[src/sv/mgrt_pkg.sv]
// shared types and constants for the minimum gap and range tracker
// no dependencies; used by every design module of the block

package mgrt_pkg;

	localparam int WORD_W = 32;
	localparam int DATA_W = 32;
	localparam int ADDR_W = 3;
	localparam int LIMIT_W = 9;

	localparam logic [ADDR_W-1:0] ADDR_LIMIT = 3'd0;
	localparam logic [LIMIT_W-1:0] LIMIT_RESET = 9'd100;

	localparam logic [WORD_W-1:0] GAP_INIT = 32'hFFFF_FFFF;
	localparam logic [WORD_W-1:0] MIN_INIT = 32'h7FFF_FFFF;
	localparam logic [WORD_W-1:0] MAX_INIT = 32'h8000_0000;

	// one number travelling down the cell chain
	typedef struct packed {
		logic vld;
		logic take;
		logic two;
		logic [WORD_W-1:0] value;
		logic [WORD_W-1:0] gap;
	} tok_t;

endpackage

[src/sv/mgrt_cfg.sv]
// register port: holds the limit register behind an apb-style slave
// depends on mgrt_pkg

module mgrt_cfg (
	input  logic clk,
	input  logic arst_n,
	input  logic psel,
	input  logic penable,
	input  logic pwrite,
	input  logic [mgrt_pkg::ADDR_W-1:0] paddr,
	input  logic [mgrt_pkg::DATA_W-1:0] pwdata,
	output logic [mgrt_pkg::DATA_W-1:0] prdata,
	output logic pready,
	output logic [mgrt_pkg::LIMIT_W-1:0] limit_q
);

	logic wr_en;

	assign pready = 1'b1;
	assign wr_en = psel && penable && pwrite && (paddr == mgrt_pkg::ADDR_LIMIT);

	// limit register
	always_ff @(posedge clk or negedge arst_n) begin
		if (!arst_n) begin
			limit_q <= mgrt_pkg::LIMIT_RESET;
		end else if (wr_en) begin
			limit_q <= pwdata[mgrt_pkg::LIMIT_W-1:0];
		end
	end

	// read back
	always_comb begin
		prdata = '0;
		if (paddr == mgrt_pkg::ADDR_LIMIT) begin
			prdata = {{(mgrt_pkg::DATA_W - mgrt_pkg::LIMIT_W){1'b0}}, limit_q};
		end
	end

endmodule

[config.mk]
export PLATFORM = sky130hd
export DESIGN_NAME = mgrt_cfg
export DESIGN_NICKNAME = d
export VERILOG_FILES = /design/src/sv/mgrt_pkg.sv /design/src/sv/mgrt_cfg.sv
export SDC_FILE = /design/constraint.sdc
export NUM_CORES = 1
export LEC_CHECK = 0
export ABC_AREA = 1
export BUFFER_PORTS_ARGS = -buffer_cell sky130_fd_sc_hd__buf_2
export CAP_MARGIN = 20
export CORE_MARGIN = 8
export CORE_UTILIZATION = 35
export CTS_CLUSTER_DIAMETER = 200
export DETAILED_ROUTE_END_ITERATION = 16
export GPL_TIMING_DRIVEN = 0
export PLACE_DENSITY_LB_ADDON = 0.25
export SETUP_SLACK_MARGIN = 0.3
export SYNTH_ARGS = -nofsm -noshare
export SYNTH_HDL_FRONTEND = slang
export SYNTH_SLANG_ARGS = --single-unit
export TNS_END_PERCENT = 30
[constraint.sdc]
create_clock -name clk -period 1.3 [get_ports clk]
set_input_delay 0.13 -clock clk [delete_from_list [all_inputs] [get_ports clk]]
set_output_delay 0.13 -clock clk [all_outputs]
set_load 0.01 [all_outputs]
==> insert_results.sql <==
INSERT INTO impl_metrics (metric_group, metric, value, unit) VALUES
('power_and_ir_drop', 'power_per_cell_area', '1000', 'nW/µm²'),
('sta', 'min_period', '1.18', 'ns'),
('sta', 'max_freq', '0.849', 'GHz'),
('power_and_ir_drop', 'cell_leakage_power', '0.000626', 'µW'),
('cells_and_area', 'largest_reg_flops', '9', ''),
('worst_setup_path', 'worstPathRequired', '1.17', 'ns'),
('sta', 'timing_hold_violations_final', '0', ''),
('clock_network', 'cts_root_buf', 'sky130_fd_sc_hd__clkbuf_4', ''),
('detailed_routing', 'drt_first_pass_iters', '4', ''),
('clock_network', 'cts.path.max_buffers', '2', ''),
('synth', 'synth_area_leaders', 'sky130_fd_sc_hd__buf_4 (26%), sky130_fd_sc_hd__dfrtp_1 (22%), sky130_fd_sc_hd__dfstp_2 (11%), sky130_fd_sc_hd__o21bai_1 (8.7%), sky130_fd_sc_hd__nand3_1 (6.5%)', ''),
('hold_path', 'holdCritPathClass', 'input pin to flip-flop', ''),
('grt', 'grt_util_all_layers', '10.6', '%'),
('cells_and_area', 'biggestRegsByFlops', 'limit_q (9)', ''),
('grt', 'wire_length_of_the_first_global_routing_pass', '2820', 'µm'),
('die', 'floorplan.rows', '16', ''),
('detailed_routing', 'num_vias', '671', ''),
('grt', 'antenna_violations_before_repair', '0', ''),
('synth', 'syn_inst', '89', ''),
('sta', 'rsz0062_at_grt', 'true', ''),
('synth', 'synthArstFlopShare', '100', '%'),
('synth', 'postSynth.topFlopCell', 'sky130_fd_sc_hd__dfrtp_1', ''),
('clock_network', 'cts_tree', 'done', ''),
('placement', 'globalplace.congestion', '0.666', ''),
('synth', 'yosysTopAreaCellShare', '26.1', '%'),
('detailed_routing', 'route.detailed.wl_per_inst', '10.5', 'µm'),
('cells_and_area', 'final_util', '53.4', '%'),
('worst_setup_path', 'critical_path.max_stage_delay', '0.53', 'ns'),
('die', 'die_y', '60.4', 'µm'),
('worst_setup_path', 'critPathMaxFanout', '2', ''),
('cells_and_area', 'num_antenna_cells', '0', ''),
('placement', 'post-place-cells', '172', ''),
('grt', 'grt_max_degree', '11', ''),
('synth', 'synth.cell_area', '689', 'µm²'),
('grt', 'gr-total-overflow', '0', ''),
('sta', 'worst_path_setup_slack_after_routing', '0.122', 'ns'),
('flow_run', 'max-cap-violations', '0', ''),
('worst_setup_path', 'timing.critical_path.to_type', 'primary output', ''),
('detailed_routing', 'first_iter_violations', '7', ''),
('outcome', 'status', 'finished clean', ''),
('worst_setup_path', 'cp.arrival', '1.05', 'ns'),
('cells_and_area', 'area_delta_synth_final', '47.2', '%'),
('clock_network', 'h-tree-depth', '1', ''),
('detailed_routing', 'vias_per_cell', '3.79', ''),
('synth', 'synth_edf_count', '0', ''),
('placement', 'dpl_worst_slack', '0.279', 'ns'),
('worst_setup_path', 'worst_path_cell_chain', 'inv_2, nor2_1, buf_2', ''),
('sta', 'worst_hold_slack', '0.0807', 'ns'),
('clock_network', 'cts_inserted_buffers', '3', ''),
('cells_and_area', 'registers.top_by_ff_count', 'limit_q', ''),
('synth', 'yosysSeqAreaShare', '33.2', '%'),
('worst_setup_path', 'critPathSlowestCell', 'sky130_fd_sc_hd__dfstp_2', ''),
('power_and_ir_drop', 'vdd_drop_max', '0.480', 'mV'),
('cells_and_area', 'layout-drive-gt1-share', '50.0', '%'),
('clock_network', 'insertion_delay', '0.26', 'ns'),
('clock_network', 'tritoncts_num_sinks', '9', ''),
('worst_setup_path', 'worstSetupPathType', 'flip-flop to primary output', ''),
('sta', 'tns', '0', 'ns'),
('synth', 'synth-seq-cells', '9', ''),
('die', 'io-pin-count', '82', ''),
('sta', 'finalClockSkew', '0', 'ns'),
('placement', 'dp_hpwl', '1530', 'µm'),
('die', 'initial_core_utilization', '36.2', '%'),
('clock_network', 'clk_pin_slew_worst_paths', '0.06', 'ns'),
('synth', 'synth_area_per_cell', '7.75', 'µm²'),
('sta', 'finalSetupViolCount', '0', ''),
('synth', 'yosysWarningCount', '0', ''),
('synth', 'yosysMostFrequentCell', 'sky130_fd_sc_hd__buf_4', ''),
('synth', 'post-synth-top-area-cell', 'sky130_fd_sc_hd__buf_4', ''),
('sta', 'drv_slew', '0', ''),
('die', 'die_area', '3650', 'µm²');
layer usage:
| metal | GRT usage [%] | vias to the layer above | wire length, µm |
|---|---|---|---|
| met5 | 0 | - | 0 |
| met4 | 8.16 | 0 | 53 |
| met3 | 4.66 | 5 | 195 |
| met2 | 19.2 | 28 | 1040 |
| met1 | 8.83 | 293 | 568 |
| li1 | - | 345 | - |
cell usage in the layout, fill, tap and decap left out:
cell                            instances
sky130_fd_sc_hd__buf_2                 34
sky130_fd_sc_hd__buf_4                 24
sky130_fd_sc_hd__buf_6                  1
sky130_fd_sc_hd__clkbuf_1               1
sky130_fd_sc_hd__clkbuf_4               3
sky130_fd_sc_hd__conb_1                24
sky130_fd_sc_hd__dfrtp_1                6
sky130_fd_sc_hd__dfstp_2                3
sky130_fd_sc_hd__dlygate4sd3_1          1
sky130_fd_sc_hd__inv_1                  8
sky130_fd_sc_hd__inv_2                  4
sky130_fd_sc_hd__nand2_1               10
sky130_fd_sc_hd__nand2_2                1
sky130_fd_sc_hd__nand3_1                9
sky130_fd_sc_hd__nand3_2                1
sky130_fd_sc_hd__nor2_1                 8
sky130_fd_sc_hd__nor2_2                 3
sky130_fd_sc_hd__o21bai_1               8
sky130_fd_sc_hd__o21bai_2               1
path summary, 6_finish.rpt:
path	from	to	slack (ns)	cells past startpoint
worst max register to register	limit_q[2]$_DFFE_PN1P_	limit_q[2]$_DFFE_PN1P_	0.45	3
worst min-delay path	pwdata[5]	limit_q[5]$_DFFE_PN1P_	0.08	3
min in group asynchronous	arst_n	limit_q[1]$_DFFE_PN0P_	0.27	2
worst max-delay path	limit_q[5]$_DFFE_PN1P_	prdata[5]	0.12	3
max in group asynchronous	arst_n	limit_q[2]$_DFFE_PN1P_	0.78	2
worst min register to register	limit_q[5]$_DFFE_PN1P_	limit_q[5]$_DFFE_PN1P_	0.55	3
layout make-up:
cell class | instances | area, µm²
Inverter | 12 | 45.0
Tap cell | 27 | 33.8
Buffer | 25 | 191
Clock buffer | 4 | 26.3
Timing Repair Buffer | 35 | 180
Sequential cell | 9 | 229
Fill cell | 205 | 887
Multi-Input combinational cell | 65 | 309
where the power goes:
part / internal (µW) / switching, µW / total (µW)
registers: 363 / 33.1 / 396
clock network: 118 / 97.1 / 215
logic: 190 / 217 / 407
total: 671 / 347 / 1020
critical path, delay by kind of cell (launching register included):
family | cells | cell delay [ns]
simple gates | 1 | 0.08
flops | 1 | 0.53
buf+inv | 2 | 0.17
timing repair:
item / in CTS / in global routing
endpoints found under the hold margin: 9 / 0
setup buffers: 0 / 0
setup endpoints to repair: 12 / 12
pin swaps: 3 / 0
gates resized for setup: 3 / 1
hold buffers: 1 / 0
logic make-up after synthesis:
group                  Yosys count  share of synthesized area [%]
buffers and inverters           37                           34.3
and+or+nand+nor                 32                           21.1
AOI/OAI and AO/OA                9                           10.3
DFF                              9                           33.2
other                            2                           1.09
stage by stage:
stage,cell area (µm²),total power (µW)
2_1_floorplan,772,657
3_3_place_gp,976,787
3_5_place_dp,976,796
4_1_cts,1010,1030
5_1_grt,1010,1090
6_report,1010,1020
No activity file was read; power rests on OpenSTA's default activity.
