--- src/sv/mgrt_pkg.sv ---
// shared types and constants for the minimum gap and range tracker
// no dependencies; used by every design module of the block

package mgrt_pkg;

	localparam int WORD_W = 32;
	localparam int DATA_W = 32;
	localparam int ADDR_W = 3;
	localparam int LIMIT_W = 9;

	localparam logic [ADDR_W-1:0] ADDR_LIMIT = 3'd0;
	localparam logic [LIMIT_W-1:0] LIMIT_RESET = 9'd100;

	localparam logic [WORD_W-1:0] GAP_INIT = 32'hFFFF_FFFF;
	localparam logic [WORD_W-1:0] MIN_INIT = 32'h7FFF_FFFF;
	localparam logic [WORD_W-1:0] MAX_INIT = 32'h8000_0000;

	// one number travelling down the cell chain
	typedef struct packed {
		logic vld;
		logic take;
		logic two;
		logic [WORD_W-1:0] value;
		logic [WORD_W-1:0] gap;
	} tok_t;

endpackage

--- src/sv/mgrt_cell.sv ---
// one chain cell: holds one stored number, folds its gap to the passing beat
// depends on mgrt_pkg

module mgrt_cell #(
	parameter int CAPACITY = 256,
	parameter int INDEX = 0
) (
	input  logic clk,
	input  logic arst_n,
	input  logic adv,
	input  mgrt_pkg::tok_t tok_in,
	input  logic [$clog2(CAPACITY)-1:0] slot_in,
	output mgrt_pkg::tok_t tok_q,
	output logic [$clog2(CAPACITY)-1:0] slot_q
);

	localparam int SW = $clog2(CAPACITY);

	logic [mgrt_pkg::WORD_W-1:0] stored_q;
	logic [mgrt_pkg::WORD_W:0] d_ab;
	logic [mgrt_pkg::WORD_W:0] d_ba;
	logic [mgrt_pkg::WORD_W-1:0] mag;
	logic cmp_en;
	logic wr_en;
	mgrt_pkg::tok_t tok_nxt;

	// exact signed difference both ways, pick the non-negative one
	assign d_ab = {tok_in.value[mgrt_pkg::WORD_W-1], tok_in.value}
		- {stored_q[mgrt_pkg::WORD_W-1], stored_q};
	assign d_ba = {stored_q[mgrt_pkg::WORD_W-1], stored_q}
		- {tok_in.value[mgrt_pkg::WORD_W-1], tok_in.value};
	assign mag = d_ab[mgrt_pkg::WORD_W] ? d_ba[mgrt_pkg::WORD_W-1:0]
		: d_ab[mgrt_pkg::WORD_W-1:0];

	// only cells already filled take part; the cell at the slot stores the number
	assign cmp_en = tok_in.vld && tok_in.take && (SW'(INDEX) < slot_in);
	assign wr_en = tok_in.vld && tok_in.take && (SW'(INDEX) == slot_in);

	always_comb begin
		tok_nxt = tok_in;
		if (cmp_en && (mag < tok_in.gap)) begin
			tok_nxt.gap = mag;
		end
	end

	// hand the beat to the next cell
	always_ff @(posedge clk or negedge arst_n) begin
		if (!arst_n) begin
			tok_q <= '0;
			slot_q <= '0;
		end else if (adv) begin
			tok_q <= tok_nxt;
			slot_q <= slot_in;
		end
	end

	// stored number, written once when its slot comes by
	always_ff @(posedge clk) begin
		if (adv && wr_en) begin
			stored_q <= tok_in.value;
		end
	end

endmodule

--- config.mk ---
export PLATFORM = sky130hd
export DESIGN_NAME = mgrt_cell
export DESIGN_NICKNAME = d
export VERILOG_FILES = /design/src/sv/mgrt_pkg.sv /design/src/sv/mgrt_cell.sv
export SDC_FILE = /design/constraint.sdc
export NUM_CORES = 1
export LEC_CHECK = 0
export BUFFER_PORTS_ARGS = -buffer_cell sky130_fd_sc_hd__buf_4
export CORE_UTILIZATION = 42
export DETAILED_ROUTE_END_ITERATION = 6
export SLEW_MARGIN = 5
export SYNTH_ARGS = -nofsm -noshare
export SYNTH_HDL_FRONTEND = slang
export SYNTH_SLANG_ARGS = --single-unit
--- constraint.sdc ---
create_clock -name clk -period 12.15 [get_ports clk]
set_input_delay 1.215 -clock clk [delete_from_list [all_inputs] [get_ports clk]]
set_output_delay 1.215 -clock clk [all_outputs]
set_load 0.01 [all_outputs]
==> results <==
- In the global route stage, overall resource usage came out at a little over a fifth.
- The slack of the worst reg-to-reg path is ~6.1 ns.
- The setup skew after layout is 0.008071 ns.
- The initial antenna violation count is 0.
- The number of setup buffers added after CTS is 0.
- After detailed routing, the average wire length per cell comes to between 15 and 20 um.
- The die covers between 20000 and 25000 um2.
- The number of buffers on the longest clock path is 2.
- The number of flip-flops and latches in the synthesized netlist is 107.
- In this run, post-CTS repair resized a total of 0 instances.
- The end-of-flow core utilization is between 50% and 60%.
- In this run, distinct cell masters in the synthesized netlist total between 80 and 90.
- The startpoint type of the worst setup path is a primary input.
- The worst setup path is of the primary input to flip-flop kind.
- The maximum vdd ir drop is 0.06082 mV.
- The number of flops mapped to enable cells by yosys is 32.
- The residual overflow from global routing is 0.
- 0 antenna diodes ended up in the layout.
- The required time reported for the critical path endpoint is between 10 and 15 ns.
- After the last flow step, the layout net total stands at roughly 1300.
- The row count is 52.
- The largest single stage delay on the critical path is just over 0.8 ns.
- The number of buffers added on ports is about 150.
- The number of global-route vias before repair is about 7200.
- The average via count per standard cell is 5.500.
- The worst hold-check path type is flip-flop to flip-flop.
- The power per standard cell area is between 90 and 100 nW/um2.
- Setup repair after global routing left no endpoint under its margin.
- Setup violations remaining at the end of the flow were counted as 0.
- The arrival time of the worst setup path is approximately 7.0 ns.
- The leakage dissipation is about 5.0 nW.
- Clock tree synthesis inserted a total of 9 buffers.
- The clock latency reported for the late side of the worst-skew pair is 0.36 ns.
- The worst pin sits at a relative slew slack of a little under a third.
- The number of nets in the synthesized netlist is 1153.
- The signal on the critical path passes through buf_4 -> inv_1 -> ha_1 -> inv_1 -> fa_1 -> a211oi_1 -> o21ai_1 -> nand4_2 -> a21oi_4 -> a2bb2oi_4 -> mux2i_1 -> xor2_1 -> ha_1 -> a21oi_1 -> o21ai_1 -> or4_1 -> o2111ai_1 -> a21oi_1 -> a211oi_4 -> buf_4 -> o21ai_0 -> mux2_2.
- Compared with the post-synthesis result, the final layout area differs by 17.04%.
- The number of nets still failing antenna checks after routing is 0.
- The Yosys step of the flow raised 0 warnings.
- The instance count of the mapped netlist is 979.
- The die extent in x is 147.4 um.
- The synthesized area divided by synthesized cell count is 9.066 um2.
- The final estimated routing congestion in global placement is 0.9030.
- The clock period minus final worst setup slack is between 6 and 7 ns.
- In the finished design, the share of the clock period the worst path needs comes to a little under three fifths.
- After clock tree synthesis, the clock-pin slew on the worst setup and hold paths is approximately 0.08 ns.
- In the post-synthesis netlist, the biggest area contributors are sky130_fd_sc_hd__dfrtp_1, sky130_fd_sc_hd__ha_1, sky130_fd_sc_hd__edfxtp_1.
- The flow ran to the end, and the final reports show no timing, DRC or antenna violations.
- The CTS tree is built.
- In this run the biggest area consumer among cell types represents between 20% and 30% of the synthesized area.
- The worst setup path is captured at a flip-flop.
- Of all cell types, the one taking the most synthesized area is sky130_fd_sc_hd__dfrtp_1.
- The final-report hold violation count is 0.
- The wire length of the first global-routing pass is 38.03 mm.
- The cell area that synthesis handed to floorplanning was roughly 8900 um2.
- For the final routed database, the setup TNS stands at 0 ns.
- The layout cell share with drive strength beyond 1 is approximately a quarter.
- The placeable core region is approximately 20000 um2.
- The H-tree was split into 3 levels.
- The async set-reset flop share out of synthesis is between 70% and 80%.
- The largest fanout of any net on the critical path is 34.
- Sequential cells were found to cover a little under a third of the synthesized design area.
- Static timing analysis puts the maximum clock frequency at about 150 MHz.
- After detailed routing, the total wire length is 23.80 mm.
- CTS saw 107 sinks.
- The maximum number of pins on one net before global-route repair is 92.
- The number of DRC markers in iteration 0 is between 400 and 500.
- The cell family contributing the most delay on the critical path is compound AO/OA/AOI/OAI gates.
- The primary flip-flop cell chosen by synthesis mapping is sky130_fd_sc_hd__dfrtp_1.
- The die is between 100 and 150 um tall.
- For this configuration, the core starts out at a cell density of between 40% and 50%.
- The number of optimization iterations in the first detailed-route pass is 5.
- During I/O placement, the number of pins put on the boundary was 153.
- Hold repair after CTS inserted 0 buffers.
- After legalization and detailed placement, the total HPWL measured 18.39 mm.
- For this run, design rule violations remaining after detail routing come to 0.
- The number of buffers and inverters on the critical path is 4.
- Across the run, the number of max-cap violations was 0.
- The final-report max-slew violation count was 0.
- At the pin with the least slew margin, the transition time is between 1 and 1.5 ns.
- The cell with the biggest individual delay on the critical path is sky130_fd_sc_hd__a2bb2oi_4.
- The clock root buffer is sky130_fd_sc_hd__clkbuf_16.
- For this block, the via count after detailed routing is ~7500.
-- metrics by stage --
| step | cells | hold slack, ns | setup slack, ns | total power [mW] | instance area [um2] |
|---|---|---|---|---|---|
| finish | 1371 | 0.5074 | 5.400 | 1.013 | 10390 |
| global route | 1371 | 0.5247 | 5.037 | 1.072 | 10390 |
| CTS | 1371 | 0.5140 | 5.497 | 1.022 | 10390 |
| detailed placement | 1355 | 0.4924 | 5.130 | 0.7325 | 10110 |
| global placement | 1355 | 0.4897 | 5.276 | 0.7294 | 10110 |
| floorplan | 979 | 0.5214 | 6.722 | 0.6098 | 8876 |
-- cells in the final DEF, fill, tap and decap left out, drive strengths merged, types with 7 or more instances in the layout --
cell type,n
buf,157
inv,136
ha,94
a21oi,93
dfrtp,75
o21ai,63
nor2,49
mux2,47
nand2,44
nand3,38
edfxtp,32
a21o,26
a31o,20
xor2,18
a211oi,14
nand4,14
o21bai,13
mux2i,12
nor3,12
a31oi,10
xnor2,10
clkbuf,9
o211ai,7
and3,7
nor3b,7
-- metal layers --
metal / GRT usage [%] / up-vias / wire length [um]
li1: - / 3711 / -
met1: 33.17 / 3575 / 12190
met2: 32.64 / 236 / 10050
met3: 3.272 / 19 / 1311
met4: 4.536 / 0 / 244
met5: 0 / - / 0
-- kinds of logic after synthesis --
| logic type | count (synthesis) | share of synthesized area, % |
|---|---|---|
| AO/OA/AOI/OAI | 295 | 22.72 |
| AND/OR/NAND/NOR | 211 | 12.60 |
| buffers and inverters | 183 | 8.923 |
| flip-flops | 107 | 31.97 |
| adder cells (fa/ha/maj) | 96 | 13.70 |
| multiplexers | 59 | 7.316 |
| XOR/XNOR | 28 | 2.763 |
-- layout make-up --
class	count	area, um2
Inverter	132	495.5
Timing Repair Buffer	157	1179
Sequential cell	107	2838
Fill cell	1997	10110
Multi-Input combinational cell	689	5256
Clock inverter	7	57.56
Tap cell	270	337.8
Clock buffer	9	225.2
-- path summary, 6_finish.rpt --
| path | to | cells after the start | start |
|---|---|---|---|
| worst max-delay path | tok_q[1]$_DFFE_PN0P_ | 22 | tok_in[32] |
| worst min-delay path | tok_q[29]$_DFFE_PN0P_ | 2 | tok_q[29]$_DFFE_PN0P_ |
| worst max register to register | tok_q[1]$_DFFE_PN0P_ | 20 | stored_q[0]$_DFFE_PP_ |
| worst min register to register | tok_q[29]$_DFFE_PN0P_ | 2 | tok_q[29]$_DFFE_PN0P_ |
| max in group asynchronous | tok_q[56]$_DFFE_PN0P_ | 1 | arst_n |
| min in group asynchronous | tok_q[8]$_DFFE_PN0P_ | 1 | arst_n |
-- registers in the layout, indices dropped and copies added, names as in the netlist --
name / count
tok_q: 67
stored_q: 32
slot_q: 8
-- Yosys cell counts (13+ instances only) --
cell,count
sky130_fd_sc_hd__edfxtp_1,32
sky130_fd_sc_hd__inv_1,132
sky130_fd_sc_hd__nand2_1,43
sky130_fd_sc_hd__buf_2,14
sky130_fd_sc_hd__o21bai_1,13
sky130_fd_sc_hd__ha_1,94
sky130_fd_sc_hd__nor2_1,48
sky130_fd_sc_hd__xor2_1,18
sky130_fd_sc_hd__o21ai_0,54
sky130_fd_sc_hd__a21o_1,26
sky130_fd_sc_hd__dfrtp_1,75
sky130_fd_sc_hd__nand3_1,37
sky130_fd_sc_hd__a21oi_1,88
sky130_fd_sc_hd__mux2_2,47
sky130_fd_sc_hd__clkbuf_1,21
-- power breakdown --
part           internal (mW)  switching (mW)  total (mW)
clock                  0.142           0.145       0.287
sequential             0.399          0.0159       0.415
combinational          0.143           0.168       0.311
-- tightest hold or removal path: cells and delay by family, from the launching register on --
family | cells | cell delay [ns]
flip-flops | 1 | 0.36
AND/OR/NAND/NOR | 2 | 0.12
Power figures use the tool's default switching activity.
