--- src/sv/mgrt_pkg.sv ---
// shared types and constants for the minimum gap and range tracker
// no dependencies; used by every design module of the block

package mgrt_pkg;

	localparam int WORD_W = 32;
	localparam int DATA_W = 32;
	localparam int ADDR_W = 3;
	localparam int LIMIT_W = 9;

	localparam logic [ADDR_W-1:0] ADDR_LIMIT = 3'd0;
	localparam logic [LIMIT_W-1:0] LIMIT_RESET = 9'd100;

	localparam logic [WORD_W-1:0] GAP_INIT = 32'hFFFF_FFFF;
	localparam logic [WORD_W-1:0] MIN_INIT = 32'h7FFF_FFFF;
	localparam logic [WORD_W-1:0] MAX_INIT = 32'h8000_0000;

	// one number travelling down the cell chain
	typedef struct packed {
		logic vld;
		logic take;
		logic two;
		logic [WORD_W-1:0] value;
		logic [WORD_W-1:0] gap;
	} tok_t;

endpackage

--- src/sv/mgrt_tail.sv ---
// chain tail: folds the beat into running min, max and best gap, drives results
// depends on mgrt_pkg

module mgrt_tail (
	input  logic clk,
	input  logic arst_n,
	input  mgrt_pkg::tok_t tok_in,
	input  logic out_ready,
	output logic adv,
	output logic out_valid,
	output logic accepted,
	output logic overflow,
	output logic too_few,
	output logic [mgrt_pkg::WORD_W-1:0] shortest_span,
	output logic [mgrt_pkg::WORD_W-1:0] longest_span
);

	logic [mgrt_pkg::WORD_W-1:0] best_q;
	logic [mgrt_pkg::WORD_W-1:0] min_q;
	logic [mgrt_pkg::WORD_W-1:0] max_q;
	logic vld_s1;
	logic take_s1;
	logic two_s1;
	logic out_valid_q;
	logic signed [mgrt_pkg::WORD_W-1:0] v_sg;
	logic signed [mgrt_pkg::WORD_W-1:0] min_sg;
	logic signed [mgrt_pkg::WORD_W-1:0] max_sg;

	// whole chain moves unless a finished result is still waiting
	assign adv = !out_valid_q || out_ready;
	assign out_valid = out_valid_q;

	assign v_sg = tok_in.value;
	assign min_sg = min_q;
	assign max_sg = max_q;

	// running state update
	always_ff @(posedge clk or negedge arst_n) begin
		if (!arst_n) begin
			best_q <= mgrt_pkg::GAP_INIT;
			min_q <= mgrt_pkg::MIN_INIT;
			max_q <= mgrt_pkg::MAX_INIT;
			vld_s1 <= 1'b0;
			take_s1 <= 1'b0;
			two_s1 <= 1'b0;
		end else if (adv) begin
			vld_s1 <= tok_in.vld;
			take_s1 <= tok_in.take;
			two_s1 <= tok_in.two;
			if (tok_in.vld && tok_in.take) begin
				if (tok_in.gap < best_q) begin
					best_q <= tok_in.gap;
				end
				if (v_sg < min_sg) begin
					min_q <= tok_in.value;
				end
				if (v_sg > max_sg) begin
					max_q <= tok_in.value;
				end
			end
		end
	end

	// result register
	always_ff @(posedge clk or negedge arst_n) begin
		if (!arst_n) begin
			out_valid_q <= 1'b0;
		end else if (adv) begin
			out_valid_q <= vld_s1;
		end
	end

	always_ff @(posedge clk) begin
		if (adv) begin
			accepted <= take_s1;
			overflow <= !take_s1;
			too_few <= !two_s1;
			shortest_span <= two_s1 ? best_q : '0;
			longest_span <= two_s1 ? (max_q - min_q) : '0;
		end
	end

endmodule

--- config.mk ---
export PLATFORM = sky130hd
export DESIGN_NAME = mgrt_tail
export DESIGN_NICKNAME = d
export VERILOG_FILES = /design/src/sv/mgrt_pkg.sv /design/src/sv/mgrt_tail.sv
export SDC_FILE = /design/constraint.sdc
export NUM_CORES = 1
export LEC_CHECK = 0
export BUFFER_PORTS_ARGS = -buffer_cell sky130_fd_sc_hd__buf_2
export CAP_MARGIN = 20
export CELL_PAD_IN_SITES_DETAIL_PLACEMENT = 1
export CELL_PAD_IN_SITES_GLOBAL_PLACEMENT = 1
export CORE_ASPECT_RATIO = 0.9
export CORE_MARGIN = 2
export CORE_UTILIZATION = 47
export CTS_CLUSTER_DIAMETER = 80
export DETAILED_ROUTE_END_ITERATION = 7
export PLACE_DENSITY_LB_ADDON = 0.3
export SLEW_MARGIN = 20
export SYNTH_ARGS = -nofsm -noshare
export SYNTH_HDL_FRONTEND = slang
export SYNTH_SLANG_ARGS = --single-unit
--- constraint.sdc ---
create_clock -name clk -period 4.4 [get_ports clk]
set_input_delay 0.88 -clock clk [delete_from_list [all_inputs] [get_ports clk]]
set_output_delay 0.88 -clock clk [all_outputs]
set_load 0.005 [all_outputs]
==> qor.yml, run 1 <==
outcome:
  outcome: "finished clean"
synth:
  synthCells: 931
  synthTopCellsByArea: "edfxtp_1 (19%), dfstp_2 (16%), ha_1 (15%)"
  ys_seq_area_share_pct: 44.3
  synth_edf_count: 67
  netlist.area_leader.share_pct: 19.4
  ys_warn_count: 0
  syn-mean-instance-area_um2: 11.1
  synthFlopType: "edfxtp_1"
  synthTopCellsByCount: "ha_1 (125), inv_1 (103), nor2_1 (72)"
  yosys.cell_types.count: 61
  netlist_area_um2: 10400
  syn_nets: 1127
  yosysTopAreaCell: "edfxtp_1"
  ys_ff_latch: 167
  async_flop_share_pct: 59.9
  synthMostInstantiatedCell: "ha_1"
placed_design:
  dp_hpwl_mm: 19.9
  routabilityCongestion: 0.822
  io_buffers: 138
  dp_cells: 1343
clocking:
  cts.path.max_buffers: 2
  cts-resized-gates: 0
  clk_pin_slew_ps: 70
  cts_max_level: 4
  cts_root_buffer: "clkbuf_16"
  cts_buffers: 17
  insertion_delay_ps: 440
  clock-sinks: 167
  holdBufCountCts: 0
  cts_tree: "done"
  post_cts_buffers: 0
critical_path:
  cp.required_ps: 4710
  reg2reg_setup_slack_ps: 990
  arrival_ps: 3730
  r2r_end: "min_q[31]$_DFFE_PN0P_"
  setup.worst_path.class: "in -> reg"
  slowest_delay_ps: 660
  crit_family: "simple AND/OR/NAND/NOR gates"
  endpoint_kind: "flop"
  path_max_fanout: 32
  timing.rr.start: "min_q[27]$_DFFE_PN1P_"
  crit_slowest_cell: "nor4_1"
  worstSetupStartpointType: "input port"
  crit_chain: "buf_2 > ha_1 > nand4_1 > nor4_1 > o211ai_1 > a31oi_1 > nor3_1 > nor3_4 > buf_12 > mux2_2"
  r2r_cells: 10
  cp.buffers_inverters: 2
floorplanning:
  initial_core_util_pct: 47.9
  num_io_pins: 139
  fp-row-count: 51
  die_y_um: 145
  core_um2: 21600
  die_x_um: 161
  die_area_um2: 23300
power_and_ir_drop:
  seq_power_share_pct: 30.7
  p_per_area_nw_per_um2: 823
  p_leak_nw: 5.71
  p_sw_share_pct: 41.5
  power_frac_comb_pct: 54.1
  ir_worst_vdd_mv: 0.325
  intPower_mw: 5.75
  clock_power_share_pct: 15.2
  p_sw_mw: 4.08
sta:
  finalHoldViolCount: 0
  finalSetupViolCount: 0
  slew_violations: 0
  finalCritPeriodShare_pct: 77.7
  max-slew-margin-rel_pct: 37.4
  skew_ps: 14.4
  rsz0062_at_grt: "no"
  fmax_mhz: 293
  tightest_slew_ps: 915
  min_period_ps: 3420
  timing.setup.tns_ps: 0
global_routing:
  grt_pass1_wl_mm: 43.4
  antenna_found_initial: 0
  gr-total-overflow: 0
  grtUsageTotal_pct: 23.8
  grt_max_degree: 59
  grt_pass1_vias: 8159
route:
  drt_first_pass_iters: 4
  ant_nets: 0
  dr.max_layer_used: "met4"
  wl_met3_um: 881
  finalWirelength_mm: 26.7
  drcViolationCount: 0
  vias: 7625
  wl_met2_mm: 13.0
  dr.first_iter.drc_count: 397
  m1WireLength_mm: 12.3
  via_per_inst: 5.54
  wl_per_cell_um: 19.4
worst_hold_path:
  hp-class: "in -> async"
cells_and_area:
  multi_input_area_um2: 5250
  finalNonFillerCells: 1376
  fill_cells: 2415
  layout-drive-gt1-share_pct: 32.4
  nNetsFinal: 1267
  fin_util_pct: 55.3
  seq_area_um2: 4590
  area_growth_pct: 15.4
run:
  cap_violations: 0
area by class of cell:
cell class | instances | share of cell area, %
clock buffer | 17 | 3.56
antenna | 1 | 0.0209
inverter | 103 | 3.24
timing repair buffer | 146 | 6.51
sequential | 167 | 38.4
clock inverter | 15 | 1.30
tap | 291 | 3.05
multi-input combinational | 636 | 43.9
power by group through the flow:
stage,Combinational (mW),Clock [mW],Sequential [mW]
6_report,5.32,1.49,3.02
5_1_grt,5.95,1.58,3.11
4_1_cts,5.32,1.53,3.03
3_5_place_dp,5.19,0,3.05
3_3_place_gp,5.01,0,3.01
2_1_floorplan,3.79,0,2.95
layout by cell type, fill, tap and decap left out, types with 10 or more instances in the layout:
| cell | netlist | layout |
|---|---|---|
| dfstp_2 | 64 | 64 |
| a21o_1 | 31 | 31 |
| mux2_2 | 66 | 66 |
| ha_1 | 125 | 125 |
| dfrtp_1 | 36 | 36 |
| clkbuf_16 | 0 | 17 |
| a21oi_1 | 58 | 58 |
| mux2_4 | 30 | 30 |
| xnor2_1 | 10 | 10 |
| nor2_1 | 72 | 71 |
| buf_2 | 5 | 137 |
| nand2b_1 | 16 | 15 |
| nand4_1 | 21 | 21 |
| nand2_1 | 45 | 45 |
| inv_1 | 103 | 102 |
| o21ai_0 | 29 | 29 |
| edfxtp_1 | 67 | 67 |
worst register-to-register path, delay by kind of cell (launching register included):
family / cells / cell delay (ps)
simple gates: 4 / 1210
compound gates: 2 / 560
mux: 1 / 360
fa+ha+maj: 1 / 330
flops: 1 / 530
buf+inv: 2 / 310
stage by stage:
stage,hold WS (ps),instance area (um2),power (mW),worst slack [ps]
after floorplan,425,10400,6.74,943
after global placement,436,11400,8.02,697
after detailed placement,435,11400,8.24,605
after CTS,439,12000,9.88,1050
after global routing,456,12000,10.6,893
final,424,12000,9.84,981
cell families after synthesis:
| family | after synthesis | synth area share (%) |
|---|---|---|
| AO/OA/AOI/OAI | 183 | 11.8 |
| XOR/XNOR | 19 | 1.61 |
| adder cells (fa/ha/maj) | 126 | 15.3 |
| buffers and inverters | 128 | 5.10 |
| flip-flops | 167 | 44.3 |
| multiplexers | 104 | 12.3 |
| AND/OR/NAND/NOR | 204 | 9.55 |
metal layers:
metal	up-vias	track usage [%]
met5	-	0
met3	42	3.68
met4	0	7.87
li1	3617	-
met2	144	40.6
met1	3822	31.4
registers in the layout, summed over array words and instances (netlist names):
signal         count
accepted           1
best_q            32
longest_span      32
max_q             32
min_q             32
out_valid          1
overflow           1
shortest_span     32
take_s1            1
too_few            1
two_s1             1
vld_s1             1
worst max path at each step:
stage | startpoint | endpoint | cells after the start
2_1_floorplan | out_ready | max_q[10]$_DFFE_PN0P_ | 8
3_3_place_gp | tok_in[63] | min_q[31]$_DFFE_PN0P_ | 10
3_5_place_dp | tok_in[63] | min_q[31]$_DFFE_PN0P_ | 10
4_1_cts | tok_in[63] | min_q[31]$_DFFE_PN0P_ | 10
5_1_grt | tok_in[63] | min_q[31]$_DFFE_PN0P_ | 10
6_report | tok_in[63] | min_q[31]$_DFFE_PN0P_ | 10
(Power assumes the default switching activity.)
==> inputs of run 2 (changes only) <==
- ABC_AREA: unset -> 1
- CORE_UTILIZATION: 47 -> 44
- clock period: 4.4 -> 3.47 ns (I/O delays scaled with it)
==> qor.yml, run 2 <==
outcome:
  outcome: "finished clean"
cells_and_area:
  fin_area_um2: 12300  # +3.3%
  fill_cells: 2976  # +23%
  layout-drive-gt1-share_pct: 18.2  # -14 points
  area_growth_pct: 15.0
  nNetsFinal: 1643  # +30%
  final_common_cell: "nand2_1"
  mostFrequentLayoutCells: "nand2_1 (368), inv_1 (188), buf_2 (137)"
  antenna_cells: 0  # -1
critical_path:
  endpoint_kind: "flop"
  cpMostUsedCell: "nand2_1"
  arrival_ps: 3230  # -500 ps
  worstSetupStartpointType: "flop"
  path_max_fanout: 32  # unchanged
  setup.worst_path.class: "reg -> reg"
  crit_slowest_cell: "nand3_2"
  crit_chain: "inv_1 > ha_1 > nand4_1 > inv_1 > nand2_1 > nor3_2 > nand2_1 > nand3_2 > nand3_2 > nand2_1 > nand2_1"
  slowest_delay_ps: 590  # -70 ps
  cp.required_ps: 3790  # -920 ps
clocking:
  holdBufCountCts: 0  # unchanged
  cts_buffers: 17  # unchanged
  insertion_delay_ps: 440  # about the same
  cts_max_level: 4  # unchanged
  cts.path.max_buffers: 2  # unchanged
  post_cts_buffers: 0  # unchanged
  cts-resized-gates: 0  # unchanged
  clk_pin_slew_ps: 80  # about the same
  clock-sinks: 167  # unchanged
  cts_root_buffer: "clkbuf_16"
  cts_tree: "done"
global_routing:
  gr-total-overflow: 0  # unchanged
  grt_pass1_wl_mm: 52.4  # +21%
  antenna_found_initial: 0  # unchanged
  grtUsageTotal_pct: 25.7  # +1.8 points
  grt_max_degree: 56  # -5.1%
  grt_pass1_vias: 10000  # +23%
route:
  dr.first_iter.drc_count: 494  # +24%
  vias: 9587  # +26%
  drcViolationCount: 0  # unchanged
  wl_per_cell_um: 18.0  # -7.4%
  ant_nets: 0  # unchanged
  finalWirelength_mm: 31.7  # +19%
  via_per_inst: 5.42  # -2.1%
  drt_first_pass_iters: 4  # unchanged
placed_design:
  routabilityCongestion: 0.929  # +13%
  io_buffers: 138  # unchanged
  placement.cell_area_um2: 11700  # +3.2%
  dp_hpwl_mm: 23.7  # +19%
run:
  cap_violations: 0  # unchanged
power_and_ir_drop:
  intPower_mw: 6.48  # +13%
  p_total_mw: 12.2  # +24%
  p_leak_nw: 6.38  # +12%
  p_per_area_nw_per_um2: 990  # +20%
  seq_power_share_pct: 30.8  # about the same
  ir_worst_vdd_mv: 0.550  # +69%
  power_frac_comb_pct: 53.0  # -1.1 points
  p_sw_mw: 5.74  # +41%
  clock_power_share_pct: 16.3  # +1.1 points
  p_sw_share_pct: 46.9  # +5.4 points
synth:
  async_flop_share_pct: 59.9  # unchanged
  ys_ff_latch: 167  # unchanged
  synth_edf_count: 67  # unchanged
  synthMostInstantiatedCell: "nand2_1"
  ys_warn_count: 0  # unchanged
  syn_nets: 1511  # +34%
  netlist.area_leader.share_pct: 18.7  # -0.68 points
  yosysTopAreaCell: "edfxtp_1"
  synthFlopType: "edfxtp_1"
  synthCells: 1315  # +41%
  synthTopCellsByCount: "nand2_1 (368), inv_1 (188), ha_1 (125)"
  netlist_area_um2: 10700  # +3.6%
  syn-mean-instance-area_um2: 8.16  # -27%
  ys_seq_area_share_pct: 42.8  # -1.6 points
  synthTopCellsByArea: "edfxtp_1 (19%), dfstp_2 (16%), ha_1 (15%)"
  yosys.cell_types.count: 41  # -33%
sta:
  finalHoldViolCount: 0  # unchanged
  timing.setup.tns_ps: 0  # unchanged
  finalCritPeriodShare_pct: 83.8
  skew_ps: 11.2  # -3.17 ps
  tightest_slew_ps: 767  # -148 ps
  min_period_ps: 2910
  rsz0062_at_grt: "no"
  finalSetupViolCount: 0  # unchanged
  fmax_mhz: 344
  holdWs_ps: 281  # -143 ps
  max-slew-margin-rel_pct: 48.8  # +11 points
  slew_violations: 0  # unchanged
floorplanning:
  initial_core_util_pct: 44.5  # -3.4 points
  die_x_um: 169  # +5.1%
  die_y_um: 152  # +5.1%
  num_io_pins: 139  # unchanged
  fp-row-count: 54  # +5.9%
  die_area_um2: 25700  # +10%
  core_um2: 24100  # +12%
worst_hold_path:
  hp-class: "in -> async"
## run 2: worst paths after layout
path	start	end	slack (ps)	depth (start not counted)
min	arst_n	max_q[18]$_DFFE_PN0P_	280	1
max	max_q[31]$_DFFE_PN1P_	max_q[15]$_DFFE_PN0P_	560	11
max reg2reg	max_q[31]$_DFFE_PN1P_	max_q[15]$_DFFE_PN0P_	560	11
max in group asynchronous	arst_n	best_q[27]$_DFFE_PN1P_	2390	2
min in group clk	vld_s1$_DFFE_PN0P_	out_valid$_DFFE_PN0P_	450	2
min reg2reg	vld_s1$_DFFE_PN0P_	out_valid$_DFFE_PN0P_	450	2
## run 2: logic make-up after synthesis
| logic type | after synthesis | synth area share, % |
|---|---|---|
| simple gates | 593 | 23.9 |
| buf+inv | 231 | 8.64 |
| compound gates | 196 | 9.79 |
| flops | 167 | 42.8 |
| fa+ha+maj | 126 | 14.8 |
| xor+xnor | 2 | 0.163 |
## run 2: area by class of cell
type / count / area, um2 / area share (%)
Tap cell: 308 / 385 / 3.12
Timing Repair Buffer: 152 / 823 / 6.67
Multi-Input combinational cell: 917 / 5220 / 42.2
Inverter: 192 / 722 / 5.85
Sequential cell: 167 / 4600 / 37.2
Clock inverter: 15 / 180 / 1.46
Clock buffer: 17 / 425 / 3.45
## run 2: metal layers
metal / share of wire (%) / GRT usage (%)
met5: 0 / 0
met4: 2.2 / 8.42
met3: 3.8 / 3.61
met2: 48 / 42.8
met1: 46 / 34.5
## run 2: critical path, delay by kind of cell (launching register included)
family	cells	cell delay [ps]
fa+ha+maj	1	370
buf+inv	2	140
flops	1	560
simple gates	8	1700
## run 2: power by group through the flow
stage,clock (mW),combinational [mW],sequential [mW]
6_report,1.99,6.47,3.76
5_1_grt,2.10,7.40,3.87
4_1_cts,2.03,6.45,3.77
3_5_place_dp,0,6.37,3.79
3_3_place_gp,0,6.07,3.76
2_1_floorplan,0,4.34,3.69
## run 2: through the flow
step / instances / setup WS [ps] / util (%)
floorplan: 1315 / 802 / -
detailed placement: 1736 / 430 / 48.7
finish: 1768 / 562 / 51.2
global placement: 1736 / 528 / 48.7
global route: 1768 / 329 / 51.2
CTS: 1768 / 599 / 51.2
